===== config.mk =====
export PLATFORM = sky130hd
export DESIGN_NAME = dfacm_fifo
export DESIGN_NICKNAME = d
export VERILOG_FILES = /design/src/rtl/dfacm_fifo.sv
export SDC_FILE = /design/constraint.sdc
export NUM_CORES = 1
export LEC_CHECK = 0
export BUFFER_PORTS_ARGS = -buffer_cell sky130_fd_sc_hd__buf_4
export CORE_ASPECT_RATIO = 0.8
export CORE_MARGIN = 1.5
export CORE_UTILIZATION = 50
export DETAILED_ROUTE_END_ITERATION = 6
export HOLD_SLACK_MARGIN = 0.05
export PLACE_DENSITY_LB_ADDON = 0.1
export SKIP_LAST_GASP = 1
export SLEW_MARGIN = 20
export SYNTH_ARGS = -nofsm -noshare
export SYNTH_HDL_FRONTEND = slang
export SYNTH_SLANG_ARGS = --single-unit

===== constraint.sdc =====
create_clock -name i_clk -period 1.8 [get_ports i_clk]
set_input_delay 0.09 -clock i_clk [delete_from_list [all_inputs] [get_ports i_clk]]
set_output_delay 0.09 -clock i_clk [all_outputs]
set_load 0.03 [all_outputs]

===== src/rtl/dfacm_fifo.sv =====
// small register queue used between front and back and for results
// depends on nothing but its parameters
module dfacm_fifo #(
    parameter int WIDTH = 8,
    parameter int DEPTH = 4
) (
    input  logic                             i_clk,
    input  logic                             i_rst_n,
    input  logic                             i_wr,
    input  logic [WIDTH-1:0]                 i_wdata,
    input  logic                             i_rd,
    output logic [WIDTH-1:0]                 o_rdata,
    output logic                             o_empty,
    output logic                             o_full,
    output logic [$clog2(DEPTH+1)-1:0]       o_cnt
);

    localparam int AW = (DEPTH > 1) ? $clog2(DEPTH) : 1;
    localparam int CW = $clog2(DEPTH + 1);

    logic [WIDTH-1:0] r_mem [DEPTH];
    logic [AW-1:0]    r_wp;
    logic [AW-1:0]    r_rp;
    logic [CW-1:0]    r_cnt;

    assign o_rdata = r_mem[r_rp];
    assign o_empty = (r_cnt == '0);
    assign o_full  = (r_cnt == CW'(DEPTH));
    assign o_cnt   = r_cnt;

    always_ff @(posedge i_clk) begin
        if (i_wr) begin
            r_mem[r_wp] <= i_wdata;
        end
    end

    always_ff @(posedge i_clk) begin
        if (!i_rst_n) begin
            r_wp  <= '0;
            r_rp  <= '0;
            r_cnt <= '0;
        end else begin
            if (i_wr) begin
                r_wp <= (r_wp == AW'(DEPTH - 1)) ? '0 : r_wp + 1'b1;
            end
            if (i_rd) begin
                r_rp <= (r_rp == AW'(DEPTH - 1)) ? '0 : r_rp + 1'b1;
            end
            unique case ({i_wr, i_rd})
                2'b10:   r_cnt <= r_cnt + 1'b1;
                2'b01:   r_cnt <= r_cnt - 1'b1;
                default: r_cnt <= r_cnt;
            endcase
        end
    end

endmodule


# ---- Word level (Yosys, flattened, before mapping)
# Memories as Yosys holds them, arrays and structs flattened. A register that Yosys moved wholly into a read port is not among the register bits.
# Cells that the tools add are included.
dict set report op_classes {
  add_sub_neg 4
  n_eq_ne 5
  muxes 7
  n_reduce_logical 2
}
# op count
set ops {}
lappend ops {{$mux W2} 4}
lappend ops {{$eq A2 B2 Y1 const B} 3}
lappend ops {{$pmux W3 S2} 1}
lappend ops {{$add A2 B1 Y2 const B} 2}
lappend ops {{$add A3 B1 Y3 const B} 1}
lappend ops {{$eq A3 B3 Y1 const B} 1}
lappend ops {{$logic_not A3 Y1} 1}
lappend ops {{$sub A3 B1 Y3 const B} 1}
lappend ops {{$eq A2 B1 Y1 const B} 1}
lappend ops {{$mux W1} 2}
lappend ops {{$reduce_bool A2 Y1} 1}
dict set report word_totals {
  ff_bits 7
  ram_bits 32
  inputBits 12
  output_inout_bits 13
  word_cells 22
  n_memories 1
}
# name words width read_ports rd_clocked_by_memory_dff write_ports line
set mem_list {}
lappend mem_list {r_mem 4 8 1 1 1 21} ;# logic [WIDTH-1:0] r_mem [DEPTH];

# ---- Longest topological paths before layout
dict set report depth {
  ltp_word 4
  depth_mapped 7
  ltp_nobuf 7
}

# ---- Worst setup path after synthesis
# No wires, ideal clock.
dict set report synth_path {
  path_kind {register to register}
  from {register r_cnt[0] (netlist: o_cnt[0])}
  to {register r_cnt[2] (netlist: o_cnt[2])}
  setup_ns 0.070
  arrival_time_ns 1.652
  required_time_ns 1.730
  setup_slack_ns 0.078
  path_stages_with_launch 6
  n_path_buf 0
  synth_period_minus_slack_ns 1.722
  path_cell_list {dfxtp_1 inv_1 fa_1 xor2_1 or3_1 a21boi_1}
}
dict set report synth_between {
  elab_chain_cells 2
  elab_cells_between_ends 3
  cone_classes {add/sub: 2; mux: 1}
}
# element line
set synth_rtl {}
lappend synth_rtl {{start, declared} 24} ;# logic [CW-1:0] r_cnt;
lappend synth_rtl {{start signal, assigned} 50} ;# 2'b10: r_cnt <= r_cnt + 1'b1;
lappend synth_rtl {{start signal, assigned} 51} ;# 2'b01: r_cnt <= r_cnt - 1'b1;
lappend synth_rtl {{start signal, assigned} 52} ;# default: r_cnt <= r_cnt;
lappend synth_rtl {{$sub A3 B1 Y3 or $add A3 B1 Y3 (tied branches)} {51, 50}}
lappend synth_rtl {{$pmux W3 S2 *} 49} ;# unique case ({i_wr, i_rd})
# Mark *: on every way between the ends. The rest lies on a longest branch, timed or not.
# A chain may end at the register's enable or synchronous reset.

==> impl_metrics.ini <==
[finish]
layout_commonest_cell = edfxtp_1
stdcell_count = 168
layout.cells.most_common_list = edfxtp_1 (32), buf_4 (25), dfxtp_1 (9)
layout.filler_cells = 236
final_net_count = 146
antenna-diode-count = 0
synthToLayoutAreaGrowth_pct = 23.53
layout-drive-gt1-share_pct = 29.69
finish.utilization_pct = 64.92

[sta]
totalNegativeSetupSlack_ns = 0
minimum_clock_period_ns = 1.601
hold_viol_final = 0
fmax_ghz = 0.6248
finalSetupViolCount = 0
worstMarginPinSlew_ns = 0.4399
timing.final.crit_share_pct = 88.92
slew-limit-headroom_pct = 70.68
final.setup_skew_ns = 0.004570
grt_setup_unrepaired = false
worst_hold_slack_ns = 0.07369
timing.final.max_slew_violations = 0

[critical_path]
r2r-end = o_cnt[2]$_SDFFE_PN0P_
timing.critical_path.fanout_max = 8
cp-end-kind = output port
worst_ep_required_time_ns = 1.71
timing.critical_path.from_type = flip-flop
timing.reg2reg.setup_slack_ns = 0.22
cp_common_cell = buf_4
critical-path-max-stage-delay_ns = 0.53
critPathArrivalTime_ns = 1.51
reg2reg_depth = 5
worst-setup-path-type = reg2out
crit_path_cell_trace = buf_4, mux4_2, buf_4
reg2reg_from = o_cnt[0]$_SDFFE_PN0P_
critical_path_buf_inv_count = 2
crit_path_top_delay_cell = mux4_2
worst_path_top_cell_family_by_delay = multiplexers

[logic_synthesis]
synth-seq-cells = 41
synth_edf_count = 32
asyncSetResetFlopFracSynth_pct = 0
synth_nets = 108
synth_seq_area_share_pct = 70.37
synth-main-ff-cell = edfxtp_1
post_synth_inst_count = 89
mappedNetlistArea_sq_mm = 0.001622
synth-warning-count = 0
synthesis.area_per_instance_sq_um = 18.22
count_of_unique_library_cells_instantiated_by_yosys = 22

[floorplanning]
core_area_sq_mm = 0.003085
die_width_microns = 66.67
design.die.area_sq_mm = 0.003596
fp-row-count = 18
initial_core_util_pct = 52.55
boundaryPins = 25
dieHeight_microns = 53.94

[placement]
dp.final_hpwl_microns = 1723
port_buffers = 24
numPlacedInstances = 152
finalWeightedCongestion = 0.7336

[power]
power.total_mw = 1.975
peakVddDrop_uv = 514.3
leakagePower_nw = 0.7399
p_per_area_mw_per_mm2 = 986.0

[grt]
pin_count_of_the_biggest_net_entering_global_routing = 13
grt_util_all_layers_pct = 17.04
grt_pass1_wl_microns = 4133
grt_pass1_vias = 899
antenna_violations_before_repair = 0
globalRouteOverflowTotal = 0

[route]
drc = 0
detail_route.wirelength_microns = 2549
route.detailed.wl_per_inst_microns = 15.17
antenna_violating_nets_post_route = 0
via_count = 847
drt-pass1-iter-count = 4
first_drt_iteration_drcs = 56
post_drt_via_cell_ratio = 5.042

[clock_network]
root_buffer = clkbuf_8
clock_path_buffers = 2
cts_inserted_buffers = 5
tritoncts_num_sinks = 41
cts_tree = done
clkLatencyLatePin_ns = 0.28
clk_pin_slew_ns = 0.07
cts-htree-levels = 2

[min_path]
hold-path-endpoint = o_cnt[1]$_SDFFE_PN0P_
hold_path_class = in2reg
hold_start = i_rst_n
hold-path-cell-count = 2

[outcome]
status = complete, no violations

[flow_run]
cap_viol_max_count = 0
## logic make-up after synthesis
group	synth area share [%]
adders and majority gates	5.864
and+or+nand+nor	6.095
AOI/OAI and AO/OA	1.852
DFF	70.37
muxes	12.35
buffers and inverters	2.392
xor gates and xnor gates	1.080
## per-layer routing
| layer | part of all wire [%] | up-vias | wire (microns) | GRT usage, % |
|---|---|---|---|---|
| met2 | 48 | 20 | 1236 | 27.83 |
| met4 | 1.8 | 0 | 46 | 9.184 |
| met5 | 0 | - | 0 | 0 |
| met1 | 45 | 414 | 1140 | 20.82 |
| li1 | - | 408 | - | - |
| met3 | 4.9 | 5 | 126 | 5.021 |
## through the flow
stage | instance area [sq um] | worst slack [ns]
2_1_floorplan | 1622 | 0.07816
3_3_place_gp | 1843 | 0.2611
3_5_place_dp | 1843 | 0.2014
4_1_cts | 2003 | 0.1747
5_1_grt | 2003 | 0.1044
6_report | 2003 | 0.1995
## what timing repair did
action,4_1_cts,5_1_grt
gates resized for setup,0,0
hold buffers,8,0
setup buffers,0,0
hold endpoints to repair,32,0
## area by class of cell
type	count	area, sq um	share of cell area, %
well taps	40	50.05	2.498
multi-input cells	40	441.7	22.05
flip-flops and latches	41	1141	56.96
clock inverters	1	3.754	0.1874
clock buffers	7	76.32	3.810
inverters	6	22.52	1.124
repair buffers	33	267.8	13.37
## sequential cells by signal, indices dropped and copies added (netlist names), named ones only
signal,cells
o_cnt,3
r_rp,2
r_wp,2
r_mem,32
## worst register-to-register path, cell delays in order, from the launching register on
cell and delay (ns):
dfxtp_1 0.39, inv_1 0.10, fa_1 0.43, xor2_1 0.15, or3_1 0.31, a21boi_1 0.14
## synthesized netlist by cell type (2+ instances only)
| cell | number | area [sq um] |
|---|---|---|
| edfxtp_1 | 32 | 960.9 |
| dfxtp_1 | 9 | 180.2 |
| mux4_2 | 8 | 180.2 |
| and2_1 | 6 | 37.54 |
| ha_1 | 6 | 75.07 |
| inv_1 | 6 | 22.52 |
| nor2b_1 | 4 | 25.02 |
| mux2i_1 | 2 | 20.02 |
| nor3b_1 | 2 | 15.01 |
| o21ai_0 | 2 | 10.01 |
## power by group
part	leakage [nW]	internal [mW]	switching [mW]
sequential	0.368	1.07	0.0289
combinational	0.332	0.149	0.177
clock	0.0399	0.270	0.280
total	0.740	1.49	0.486
## worst max-delay path by stage
stage | from | end | slack, ns | depth (start not counted)
floorplan | o_cnt[0]$_SDFFE_PN0P_ | o_cnt[2]$_SDFFE_PN0P_ | 0.08 | 5
global placement | i_wr | o_cnt[2]$_SDFFE_PN0P_ | 0.26 | 8
detailed placement | i_wr | o_cnt[2]$_SDFFE_PN0P_ | 0.20 | 8
CTS | flip-flop | o_rdata[0] | 0.17 | 3
global route | o_cnt[0]$_SDFFE_PN0P_ | o_cnt[2]$_SDFFE_PN0P_ | 0.10 | 5
finish | flip-flop | o_rdata[0] | 0.20 | 3
No activity file was read; power rests on OpenSTA's default activity.
